===== src/rtl/ukrt_pkg.sv =====
// Shared constants and types for the unique key record table.
// No dependencies.
package ukrt_pkg;
	localparam int Capacity    = 64;
	localparam int KeyBits     = 16;
	localparam int PayloadBits = 32;
	localparam int AddrBits    = $clog2(Capacity);
	localparam int CountBits   = $clog2(Capacity + 1);
	localparam int RecBits     = KeyBits + PayloadBits;

	typedef enum logic [2:0] {
		ACT_ADD = 3'd0, ACT_REMOVE_KEY = 3'd1, ACT_INSERT_AT = 3'd2,
		ACT_REMOVE_AT = 3'd3, ACT_LOOKUP = 3'd4, ACT_READ = 3'd5,
		ACT_CLEAR = 3'd6, ACT_SORT = 3'd7
	} action_t;

	typedef enum logic [2:0] {
		ST_OK = 3'd0, ST_NOT_FOUND = 3'd1, ST_DUPLICATE = 3'd2,
		ST_FULL = 3'd3, ST_BAD_POS = 3'd4
	} status_t;
endpackage


===== src/rtl/ukrt_ram.sv =====
// Generic single-port-write, single-port-read RAM with registered read data.
// No dependencies.
module ukrt_ram #(
	parameter int Width = 8,
	parameter int Depth = 16
) (
	input  logic                     clk,
	input  logic                     we,
	input  logic [$clog2(Depth)-1:0] waddr,
	input  logic [Width-1:0]         wdata,
	input  logic [$clog2(Depth)-1:0] raddr,
	output logic [Width-1:0]         rdata
);
	logic [Width-1:0] mem [Depth];

	always_ff @(posedge clk) begin
		if (we) begin
			mem[waddr] <= wdata;
		end
		rdata <= mem[raddr];
	end
endmodule


===== src/rtl/unique_key_record_table_core.sv =====
// Unique key record table: ordered table of key/payload records in one RAM.
// Depends on ukrt_pkg and ukrt_ram.
// Sort runs bubble passes. One request at a time: busy is high from request to the
// result cycle; the result strobe lasts one cycle and the receiver cannot stall.
// Reset empties the table at once; the RAM is not cleared.
module unique_key_record_table_core (
	input  logic                      clk,
	input  logic                      arst_n,
	input  logic                      start,
	output logic                      busy,
	input  logic [2:0]                action,
	input  logic [ukrt_pkg::KeyBits-1:0]     key,
	input  logic [ukrt_pkg::PayloadBits-1:0] payload,
	input  logic [6:0]                position,
	output logic                      done,
	output logic [2:0]                status,
	output logic [6:0]                found_position,
	output logic [6:0]                entry_count,
	output logic [ukrt_pkg::KeyBits-1:0]     entry_key,
	output logic [ukrt_pkg::PayloadBits-1:0] entry_payload
);
	import ukrt_pkg::*;

	typedef enum logic [3:0] {
		S_IDLE, S_SCAN, S_DECIDE, S_SHL, S_SHR, S_SHR_END, S_PUT, S_RDPOS, S_RDWAIT,
		S_SORT_START, S_SORT_LOAD, S_SORT_STEP, S_SORT_TAIL, S_DONE
	} state_t;

	state_t state_q;
	action_t act_q;
	logic [KeyBits-1:0]     key_q;
	logic [PayloadBits-1:0] pay_q;
	logic [CountBits-1:0]   pos_q, count_q, idx_q, slot_q, last_q;
	logic                   found_q, swapped_q, ins_pending_q;
	logic [RecBits-1:0]     prev_q;

	logic                 we;
	logic [AddrBits-1:0]  waddr, raddr;
	logic [RecBits-1:0]   wdata, rdata;
	logic [KeyBits-1:0]   rkey;
	logic                 sort_swap;

	ukrt_ram #(.Width(RecBits), .Depth(Capacity)) u_ram (
		.clk(clk), .we(we), .waddr(waddr), .wdata(wdata), .raddr(raddr), .rdata(rdata)
	);

	assign rkey = rdata[RecBits-1 -: KeyBits];
	assign busy = (state_q != S_IDLE);
	// During a sort pass prev_q carries the largest record seen so far.
	assign sort_swap = (prev_q[RecBits-1 -: KeyBits] > rkey);

	always_comb begin
		raddr = AddrBits'(idx_q);
		we = 1'b0;
		waddr = '0;
		wdata = '0;
		unique case (state_q)
			S_SHL: begin
				// idx_q walks up; the entry read last cycle moves to idx_q-2.
				we = (idx_q > slot_q);
				waddr = AddrBits'(idx_q - CountBits'(2));
				wdata = rdata;
			end
			S_SHR: begin
				// idx_q walks down; the entry read last cycle moves to idx_q+2.
				we = (idx_q + CountBits'(1) < count_q);
				waddr = AddrBits'(idx_q + CountBits'(2));
				wdata = rdata;
			end
			S_SHR_END: begin
				we = 1'b1;
				waddr = AddrBits'(idx_q + CountBits'(1));
				wdata = rdata;
			end
			S_PUT: begin
				we = 1'b1;
				waddr = AddrBits'(pos_q - CountBits'(1));
				wdata = {key_q, pay_q};
			end
			S_SORT_STEP: begin
				raddr = AddrBits'(idx_q + CountBits'(1));
				we = 1'b1;
				waddr = AddrBits'(idx_q - CountBits'(1));
				wdata = sort_swap ? rdata : prev_q;
			end
			S_SORT_TAIL: begin
				we = 1'b1;
				waddr = AddrBits'(last_q - CountBits'(1));
				wdata = prev_q;
			end
			default: ;
		endcase
	end

	always_ff @(posedge clk or negedge arst_n) begin
		if (!arst_n) begin
			state_q <= S_IDLE;
			count_q <= '0;
			done <= 1'b0;
			status <= '0;
			found_position <= '0;
			entry_count <= '0;
			entry_key <= '0;
			entry_payload <= '0;
			act_q <= ACT_ADD;
			key_q <= '0;
			pay_q <= '0;
			pos_q <= '0;
			idx_q <= '0;
			slot_q <= '0;
			last_q <= '0;
			found_q <= 1'b0;
			swapped_q <= 1'b0;
			ins_pending_q <= 1'b0;
			prev_q <= '0;
		end else begin
			done <= (state_q == S_DONE);
			unique case (state_q)
				S_IDLE: begin
					if (start) begin
						act_q <= action_t'(action);
						key_q <= key;
						pay_q <= payload;
						pos_q <= CountBits'(position);
						idx_q <= '0;
						found_q <= 1'b0;
						ins_pending_q <= 1'b0;
						status <= ST_OK;
						found_position <= '0;
						entry_key <= '0;
						entry_payload <= '0;
						unique case (action_t'(action))
							ACT_REMOVE_AT, ACT_READ: state_q <= S_RDPOS;
							ACT_CLEAR: begin
								count_q <= '0;
								state_q <= S_DONE;
							end
							ACT_SORT: begin
								last_q <= count_q;
								swapped_q <= 1'b0;
								state_q <= (count_q > CountBits'(1)) ? S_SORT_START : S_DONE;
							end
							default: state_q <= (count_q == '0) ? S_DECIDE : S_SCAN;
						endcase
					end
				end
				// Reads are issued at idx_q; rdata holds the entry at idx_q-1, read the cycle before.
				S_SCAN: begin
					if (idx_q != '0 && !found_q && rkey == key_q) begin
						found_q <= 1'b1;
						slot_q <= idx_q;
						prev_q <= rdata;
						state_q <= S_DECIDE;
					end else if (idx_q == count_q) begin
						state_q <= S_DECIDE;
					end else begin
						idx_q <= idx_q + CountBits'(1);
					end
				end
				S_DECIDE: begin
					unique case (act_q)
						ACT_ADD: begin
							if (found_q) begin
								status <= ST_DUPLICATE;
								found_position <= 7'(slot_q);
								entry_key <= prev_q[RecBits-1 -: KeyBits];
								entry_payload <= prev_q[PayloadBits-1:0];
								state_q <= S_DONE;
							end else if (count_q >= CountBits'(Capacity)) begin
								status <= ST_FULL;
								state_q <= S_DONE;
							end else begin
								pos_q <= count_q + CountBits'(1);
								found_position <= 7'(count_q + CountBits'(1));
								entry_key <= key_q;
								entry_payload <= pay_q;
								state_q <= S_PUT;
							end
						end
						ACT_REMOVE_KEY, ACT_LOOKUP: begin
							if (!found_q) begin
								status <= ST_NOT_FOUND;
								state_q <= S_DONE;
							end else begin
								found_position <= 7'(slot_q);
								entry_key <= prev_q[RecBits-1 -: KeyBits];
								entry_payload <= prev_q[PayloadBits-1:0];
								if (act_q == ACT_REMOVE_KEY) begin
									idx_q <= slot_q;
									state_q <= S_SHL;
								end else begin
									state_q <= S_DONE;
								end
							end
						end
						default: begin
							// Insert at position.
							if (pos_q == '0 ||
							    pos_q > (found_q ? count_q : count_q + CountBits'(1))) begin
								status <= ST_BAD_POS;
								state_q <= S_DONE;
							end else if (!found_q && count_q >= CountBits'(Capacity)) begin
								status <= ST_FULL;
								state_q <= S_DONE;
							end else begin
								found_position <= 7'(pos_q);
								entry_key <= key_q;
								entry_payload <= pay_q;
								ins_pending_q <= 1'b1;
								if (found_q) begin
									idx_q <= slot_q;
									state_q <= S_SHL;
								end else begin
									idx_q <= count_q - CountBits'(1);
									state_q <= (count_q >= pos_q) ? S_SHR : S_PUT;
								end
							end
						end
					endcase
				end
				// Shift left: read idx, write idx-1 in the next cycle.
				S_SHL: begin
					if (idx_q == count_q) begin
						count_q <= count_q - CountBits'(1);
						if (ins_pending_q) begin
							idx_q <= count_q - CountBits'(2);
							state_q <= (count_q - CountBits'(1) >= pos_q) ? S_SHR : S_PUT;
						end else begin
							state_q <= S_DONE;
						end
					end else begin
						idx_q <= idx_q + CountBits'(1);
					end
				end
				// Shift right: read idx, write idx+1 in the next cycle, walking down to pos-1.
				S_SHR: begin
					if (idx_q + CountBits'(1) == pos_q) begin
						state_q <= S_SHR_END;
					end else begin
						idx_q <= idx_q - CountBits'(1);
					end
				end
				S_SHR_END: begin
					state_q <= S_PUT;
				end
				S_PUT: begin
					count_q <= count_q + CountBits'(1);
					state_q <= S_DONE;
				end
				S_RDPOS: begin
					if (pos_q == '0 || pos_q > count_q) begin
						status <= ST_BAD_POS;
						state_q <= S_DONE;
					end else begin
						idx_q <= pos_q - CountBits'(1);
						state_q <= S_RDWAIT;
					end
				end
				S_RDWAIT: begin
					if (idx_q == pos_q) begin
						found_position <= 7'(pos_q);
						entry_key <= rkey;
						entry_payload <= rdata[PayloadBits-1:0];
						if (act_q == ACT_REMOVE_AT) begin
							idx_q <= pos_q;
							slot_q <= pos_q;
							ins_pending_q <= 1'b0;
							state_q <= S_SHL;
						end else begin
							state_q <= S_DONE;
						end
					end else begin
						idx_q <= pos_q;
					end
				end
				// A pass reads entry 0, then per cycle compares the carried record with
				// the next entry and writes the smaller one back one slot lower.
				S_SORT_START: begin
					idx_q <= CountBits'(1);
					state_q <= S_SORT_LOAD;
				end
				S_SORT_LOAD: begin
					prev_q <= rdata;
					state_q <= S_SORT_STEP;
				end
				S_SORT_STEP: begin
					if (sort_swap) begin
						swapped_q <= 1'b1;
					end else begin
						prev_q <= rdata;
					end
					if (idx_q + CountBits'(1) == last_q) begin
						state_q <= S_SORT_TAIL;
					end else begin
						idx_q <= idx_q + CountBits'(1);
					end
				end
				S_SORT_TAIL: begin
					last_q <= last_q - CountBits'(1);
					idx_q <= '0;
					swapped_q <= 1'b0;
					state_q <= (swapped_q && last_q > CountBits'(2)) ? S_SORT_START : S_DONE;
				end
				default: begin
					entry_count <= 7'(count_q);
					state_q <= S_IDLE;
				end
			endcase
		end
	end
endmodule


===== config.mk =====
export PLATFORM = sky130hd
export DESIGN_NAME = unique_key_record_table_core
export DESIGN_NICKNAME = d
export VERILOG_FILES = /design/src/rtl/ukrt_pkg.sv /design/src/rtl/ukrt_ram.sv /design/src/rtl/unique_key_record_table_core.sv
export SDC_FILE = /design/constraint.sdc
export NUM_CORES = 2
export LEC_CHECK = 0
export BUFFER_PORTS_ARGS = -buffer_cell sky130_fd_sc_hd__buf_4
export CAP_MARGIN = 20
export CORE_ASPECT_RATIO = 2
export CORE_UTILIZATION = 40
export CTS_CLUSTER_DIAMETER = 150
export DETAILED_ROUTE_END_ITERATION = 10
export PLACE_DENSITY_LB_ADDON = 0.2
export SYNTH_ARGS = -nofsm -noshare
export SYNTH_HDL_FRONTEND = slang
export SYNTH_HIERARCHICAL = 1
export SYNTH_SLANG_ARGS = --single-unit

===== constraint.sdc =====
create_clock -name clk -period 7.08 [get_ports clk]
set_clock_uncertainty 0.1 [all_clocks]
set_input_delay 1.062 -clock clk [delete_from_list [all_inputs] [get_ports clk]]
set_output_delay 1.062 -clock clk [all_outputs]
set_load 0.01 [all_outputs]

======== Word-level counts from Yosys, hierarchy flattened ========
Memories as Yosys holds them, arrays and structs flattened. A register that Yosys moved wholly into a read port is not among the register bits.
Cells that the tools add are included.
word-level totals
  memory bits (writable) .................. 3072
  word-level logic and storage cells ...... 258
  memories kept ........................... 1
  input bits .............................. 61
  bits in registers ....................... 207
memories
  name       depth  width  rd ports  clocked after memory_dff  wr ports  line            source
  u_ram.mem  64     48     1         1                         1         ukrt_ram.sv:14  logic [Width-1:0] mem [Depth];
operators by class
  mux-type cells .......................... 115
  reductions and logical operators ........ 42
  $lt $le $gt $ge ......................... 10
  add/sub/neg operators ................... 9
  eq/ne operators ......................... 62
operator list
  kind                                               count
  two-way mux 32 bit                                 7
  two-way mux 7 bit                                  32
  case mux 48 bit (4 select lines)                   1
  two-way mux 48 bit                                 3
  case mux 48 bit (3 select lines)                   1
  two-way mux 16 bit                                 7
  case mux 32 bit (3 select lines)                   1
  case mux 7 bit (10 select lines)                   1
  case mux 7 bit (2 select lines)                    5
  case mux 32 bit (2 select lines)                   1
  two-way mux 4 bit                                  15
  case mux 4 bit (13 select lines)                   1
  case mux 16 bit (3 select lines)                   1
  != test 2 bit (second input constant)              22
  case mux 7 bit (3 select lines)                    2
  case mux 6 bit (6 select lines)                    1
  two-way mux 3 bit                                  11
  case mux 16 bit (2 select lines)                   1
  == test 7 bit                                      4
  subtractor 7 x 1 -> 7 bit (second input constant)  4
  == test 4 bit (second input constant)              6
  != test 3 bit (second input constant)              8
  greater-than comparator 7 bit                      3
  == test 16 bit                                     1
  50 further kinds                                   99

======== Longest topological paths before layout ========
  depth after elaboration ................. 7
  gate-level depth with buffers ........... 17

======== Hierarchy ========
Netlist, hierarchy kept.
by module, submodules not included
  module                        instances  cells each  area an instance (um2)
  ukrt_ram                      1          5247        118190.9
  unique_key_record_table_core  1          1596        13958.4

======== Least setup slack after synthesis ========
Ideal clock, no wire load.
  path kind ............................... reg-to-reg
  from .................................... register idx_q[0]
  to ...................................... memory u_ram/mem[48][0] (netlist name) (enable)
  data required time ...................... 6467 ps
  path buffers ............................ 1
  data arrival time ....................... 5889 ps
  slack ................................... 578 ps
  cell stages (with the launch flop) ...... 15
  cells stage by stage .................... dfrtp_1 > clkbuf_1 > inv_1 > ha_1 > ha_1 > nor2b_1 > o21a_1 > o21a_1 > o21a_1 > o21a_1 > o21ai_0 > nand2_1 > o2111ai_1 > nand2_1 > nor3_1
on the way
  word-level cells in the longest chain between the ends .. 5
  elaborated cells on any way between the ends .. 10
RTL lines
  element                                    line                                 source
  start: declaration                         unique_key_record_table_core.sv:33   logic [CountBits-1:0] pos_q, count_q, idx_q, slot_q, last_q;
  start signal: assignment                   unique_key_record_table_core.sv:157  idx_q <= idx_q + CountBits'(1);
  start signal: assignment                   unique_key_record_table_core.sv:189  idx_q <= slot_q;
  start signal: assignment                   unique_key_record_table_core.sv:211  idx_q <= slot_q;
  adder 7 x 1 -> 7 bit                       unique_key_record_table_core.sv:66   we = (idx_q + CountBits'(1) < count_q);
  < comparator 7 bit                         unique_key_record_table_core.sv:66
  case mux 1 bit (3 select lines) *          unique_key_record_table_core.sv:57   unique case (state_q)
  net we                                     unique_key_record_table_core.sv:37   logic we;
  two-way mux 1 bit *                        ukrt_ram.sv:17                       if (we) begin
  two-way mux 1 bit (implied by the code) *  ukrt_ram.sv:18                       mem[waddr] <= wdata;
  end: declaration                           ukrt_ram.sv:14
The timed path passes the listed nets; every way through them passes the cells marked *.

======== Final worst setup path ========
  from .................................... register state_q[0]
  to ...................................... memory u_ram/mem[35][33] (netlist name) (enable)
on the way
  elaborated cells on any way between the ends .. 11
RTL lines
  element                                      line                                 source
  start: declaration                           unique_key_record_table_core.sv:29   state_t state_q;
  start signal: assignment                     unique_key_record_table_core.sv:141  state_q <= (count_q > CountBits'(1)) ? S_SORT_START : S_DONE;
  start signal: assignment                     unique_key_record_table_core.sv:143  default: state_q <= (count_q == '0) ? S_DECIDE : S_SCAN;
  start signal: assignment                     unique_key_record_table_core.sv:215  state_q <= (count_q >= pos_q) ? S_SHR : S_PUT;
  == test 4 bit, or another cell as far along  unique_key_record_table_core.sv:57
  case mux 6 bit (6 select lines) *            unique_key_record_table_core.sv:57
  net waddr[5]                                 unique_key_record_table_core.sv:38   logic [AddrBits-1:0] waddr, raddr;
Marked as above.

==> out/results.tsv <==
stage	metric	value	unit
clock_tree	CTS tree	done	
place	placed cell area	0.140	mm2
global_routing	global-route wire length before repair	582000	um
worst_setup_path	CP Max Fanout	48	
drt	post-route ant nets	0	
synthesis	leading area contributor after synthesis	edfxtp_1	
timing	setup violators final	0	
power	Worst VDD drop	0.000600	V
place	routability cong.	0.939	
worst_setup_path	R2R setup slack	1.23	ns
worst_setup_path	FF-to-FF Start	state_q[0]$_DFFE_PN0P_	
finish	FILL cells	28000	
timing	final worst slack	1.23	ns
clock_tree	cts hold-fix bufs	0	
place	HPWL Detailed	276000	um
finish	Reg area	0.0984	mm2
timing	Hold Fails Final Rpt	0	
finish	area of the multi-input gates	0.0323	mm2
worst_setup_path	worst path bufs/invs	3	
timing	RSZ-0062 raised after global routing	no	
worst_setup_path	CP endpoint kind	register	
clock_tree	Num CTS Buffers	286	
job	Max-cap violations	0	
timing	Max Slew Vio Count	0	
drt	total number of vias	69200	
timing	Worst slew margin	21.2	%
finish	area delta synth->final	13.2	%
synthesis	number of warnings issued by yosys	6	
synthesis	syn_nets	6971	
floorplanning	full die area	0.333	mm2
power	Leak	48.3	nW
floorplanning	Initial Util	40.2	%
timing	Max Clk Rate	0.171	GHz
synthesis	count leader, synth	edfxtp_1	
global_routing	All-Layer GR Usage	25.1	%
clock_tree	worst skew pair latency	0.90	ns
finish	nets@finish	7266	
global_routing	largest net degree at the start of global routing	125	
drt	initial DRC count	6842	
min_path	Hold WC Path Type	primary input to asynchronous set/reset pin	
clock_tree	Root Driver	clkbuf_16	
drt	vias per inst	5.90	
floorplanning	row cnt	298	
place	Place WS	1.33	ns
power	register share of total power	39.7	%
clock_tree	post_cts resized	0	
power	clock power share	22.2	%
synthesis	Synth Cell Area	0.132	mm2
global_routing	vias in the first global route	71800	
worst_setup_path	WP data arrival	6.23	ns
power	Sw Share	37.1	%
synthesis	Post-synth ARST share	6.22	%
clock_tree	clock buffer depth	4	
global_routing	gr ovfl total	0	
global_routing	initial antenna violation count	39	
synthesis	Post-Syn Area per Cell	19.3	um2
worst_setup_path	CP delay by family, top	simple AND/OR/NAND/NOR gates	
power	combinational share of power	38.1	%
synthesis	Synth top area share	69.8	%
power	design internal power	0.0455	W
power	pwr dens	484	mW/mm2
place	number of port buffers	127	
synthesis	Post-Synthesis Cells	6843	
floorplanning	height of the die	815	um
synthesis	largest cells by area after synthesis	edfxtp_1 70%, mux4_2 11%, dfrtp_1 3.9%	
drt	DR WL/cell	35.9	um
timing	Worst Tran Pin Value	1.18	ns
timing	min Tclk post-route	5.85	ns
worst_setup_path	Critical-path top delay cell	buf_4	
clock_tree	# Post-CTS Setup Buffers	0	
floorplanning	boundary pin count	128	
worst_setup_path	critical path startpoint category	register	
floorplanning	Die Wd	408	um
drt	Post-Route WL	421000	um
worst_setup_path	worst setup path startpoint	state_q[0]$_DFFE_PN0P_	
drt	first drt pass iteration count	8	
timing	aggregate negative setup slack	0	ns
clock_tree	Clk pin slew, worst setup/hold paths	0.07	ns
finish	share of layout cells above drive strength 1	25.2	%
worst_setup_path	critical path class	register to register	
clock_tree	H-tree levels	5	
synthesis	Yosys reg bits	3327	
drt	drt drc	0	
synthesis	Post-synth EDFFs	3072	
power	sw power	0.0268	W
worst_setup_path	Critical Path RT	7.46	ns
worst_setup_path	Worst path max stage delay	0.72	ns
floorplanning	core area	0.329	mm2
synthesis	synth cell count leaders	3072 x edfxtp_1, 672 x mux4_2, 237 x a21oi_1	
outcome	status	completed	
synthesis	dominant synthesized flop cell	edfxtp_1	
worst_setup_path	CP Cell Sequence	nor2_1 > nand2_1 > inv_1 > fa_1 > inv_1 > a21o_1 > a21oi_1 > xnor2_1 > nand2_1 > o21ai_0 > nand3_1 > nand2_1 > or3_1 > nor2_4 > buf_4	
synthesis	Synth cell types	83	
finish	fin area	0.150	mm2
timing	period utilization	82.6	%
synthesis	sequential area share after synthesis	74.5	%
clock_tree	Clock Sinks	3327	
worst_setup_path	cell mode on critical path	nand2_1	
==> through the flow <==
stage / hold slack, ns / instances / utilization [%] / power (W)
detailed placement: 0.372 / 11200 / 42.6 / 0.0568
finish: 0.0641 / 11700 / 45.5 / 0.0723
CTS: 0.0533 / 11700 / 45.5 / 0.0728
floorplan: 0.364 / 6843 / - / 0.0448
global route: 0.104 / 11700 / 45.5 / 0.0746
global placement: 0.364 / 11200 / 42.6 / 0.0563
==> cells by family (layout without fill, tap and decap cells) <==
group / after synthesis / in the layout / synth area share [%]
muxes: 1047 / 1047 / 14.5
other: 0 / 23 / 0
adders and majority gates: 68 / 68 / 0.648
buffers and inverters: 492 / 1002 / 1.87
AOI/OAI and AO/OA: 879 / 879 / 4.51
DFF: 3327 / 3327 / 74.5
and+or+nand+nor: 942 / 942 / 3.44
xor gates and xnor gates: 88 / 88 / 0.635
==> worst paths after layout <==
kind | to | depth (start not counted)
setup reg to reg | u_ram/mem[35][33]$_DFFE_PP_ | 15
hold reg to reg | entry_count[2]$_DFFE_PN0N_ | 2
max in group asynchronous | prev_q[45]$_DFFE_PN0P_ | 2
min in group clk | key_q[8]$_DFFE_PN0P_ | 2
setup / recovery | u_ram/mem[35][33]$_DFFE_PP_ | 15
hold / removal | entry_count[1]$_DFFE_PN0N_ | 1
==> cells in the final DEF, fill, tap and decap left out, types with 149 or more instances in the layout <==
cell       instances
mux4_2           672
edfxtp_1        3072
a21oi_1          236
o22ai_1          149
clkbuf_16        296
nand2_1          225
nor2_1           166
mux2i_1          204
mux2_2           171
buf_4            385
dfrtp_1          207
nand3_1          168
==> layout make-up <==
type | count | share of cell area, %
antenna | 23 | 0.0385
clock buffer | 367 | 5.24
clock inverter | 136 | 0.958
inverter | 62 | 0.161
multi-input combinational | 3024 | 21.6
sequential | 3327 | 65.8
tap | 4350 | 3.64
timing repair buffer | 437 | 2.60
==> worst register-to-register path: stages, from the launching register on <==
cell and delay [ns]:
dfrtp_1 0.70, nor2_1 0.56, nand2_1 0.43, inv_1 0.39
fa_1 0.29, inv_1 0.05, a21o_1 0.15, a21oi_1 0.18
xnor2_1 0.12, nand2_1 0.12, o21ai_0 0.11, nand3_1 0.35
nand2_1 0.23, or3_1 0.69, nor2_4 0.22, buf_4 0.72
==> per-layer routing <==
| metal | vias up | global-route usage [%] | part of all wire [%] |
|---|---|---|---|
| li1 | 28600 | - | - |
| met3 | 727 | 3.54 | 5.2 |
| met2 | 2428 | 46.6 | 54 |
| met1 | 37400 | 26.9 | 34 |
| met4 | 12 | 14.8 | 6.8 |
| met5 | - | 0 | 0.020 |
==> registers in the layout (all words and copies together), names as in the netlist, 3 cells and up <==
| name | flops |
|---|---|
| u_ram/mem | 3072 |
| prev_q | 48 |
| u_ram/rdata | 48 |
| entry_payload | 32 |
| pay_q | 32 |
| entry_key | 16 |
| key_q | 16 |
| count_q | 7 |
| entry_count | 7 |
| found_position | 7 |
| idx_q | 7 |
| last_q | 7 |
| pos_q | 7 |
| slot_q | 7 |
| state_q | 4 |
| act_q | 3 |
| status | 3 |
==> power groups by stage <==
stage               Combinational, W  Clock [W]  Sequential [W]
floorplan                     0.0162          0          0.0286
global placement              0.0273          0          0.0290
detailed placement            0.0277          0          0.0291
CTS                           0.0277     0.0164          0.0287
global route                  0.0288     0.0170          0.0288
finish                        0.0276     0.0161          0.0287
Power figures use the tool's default switching activity.
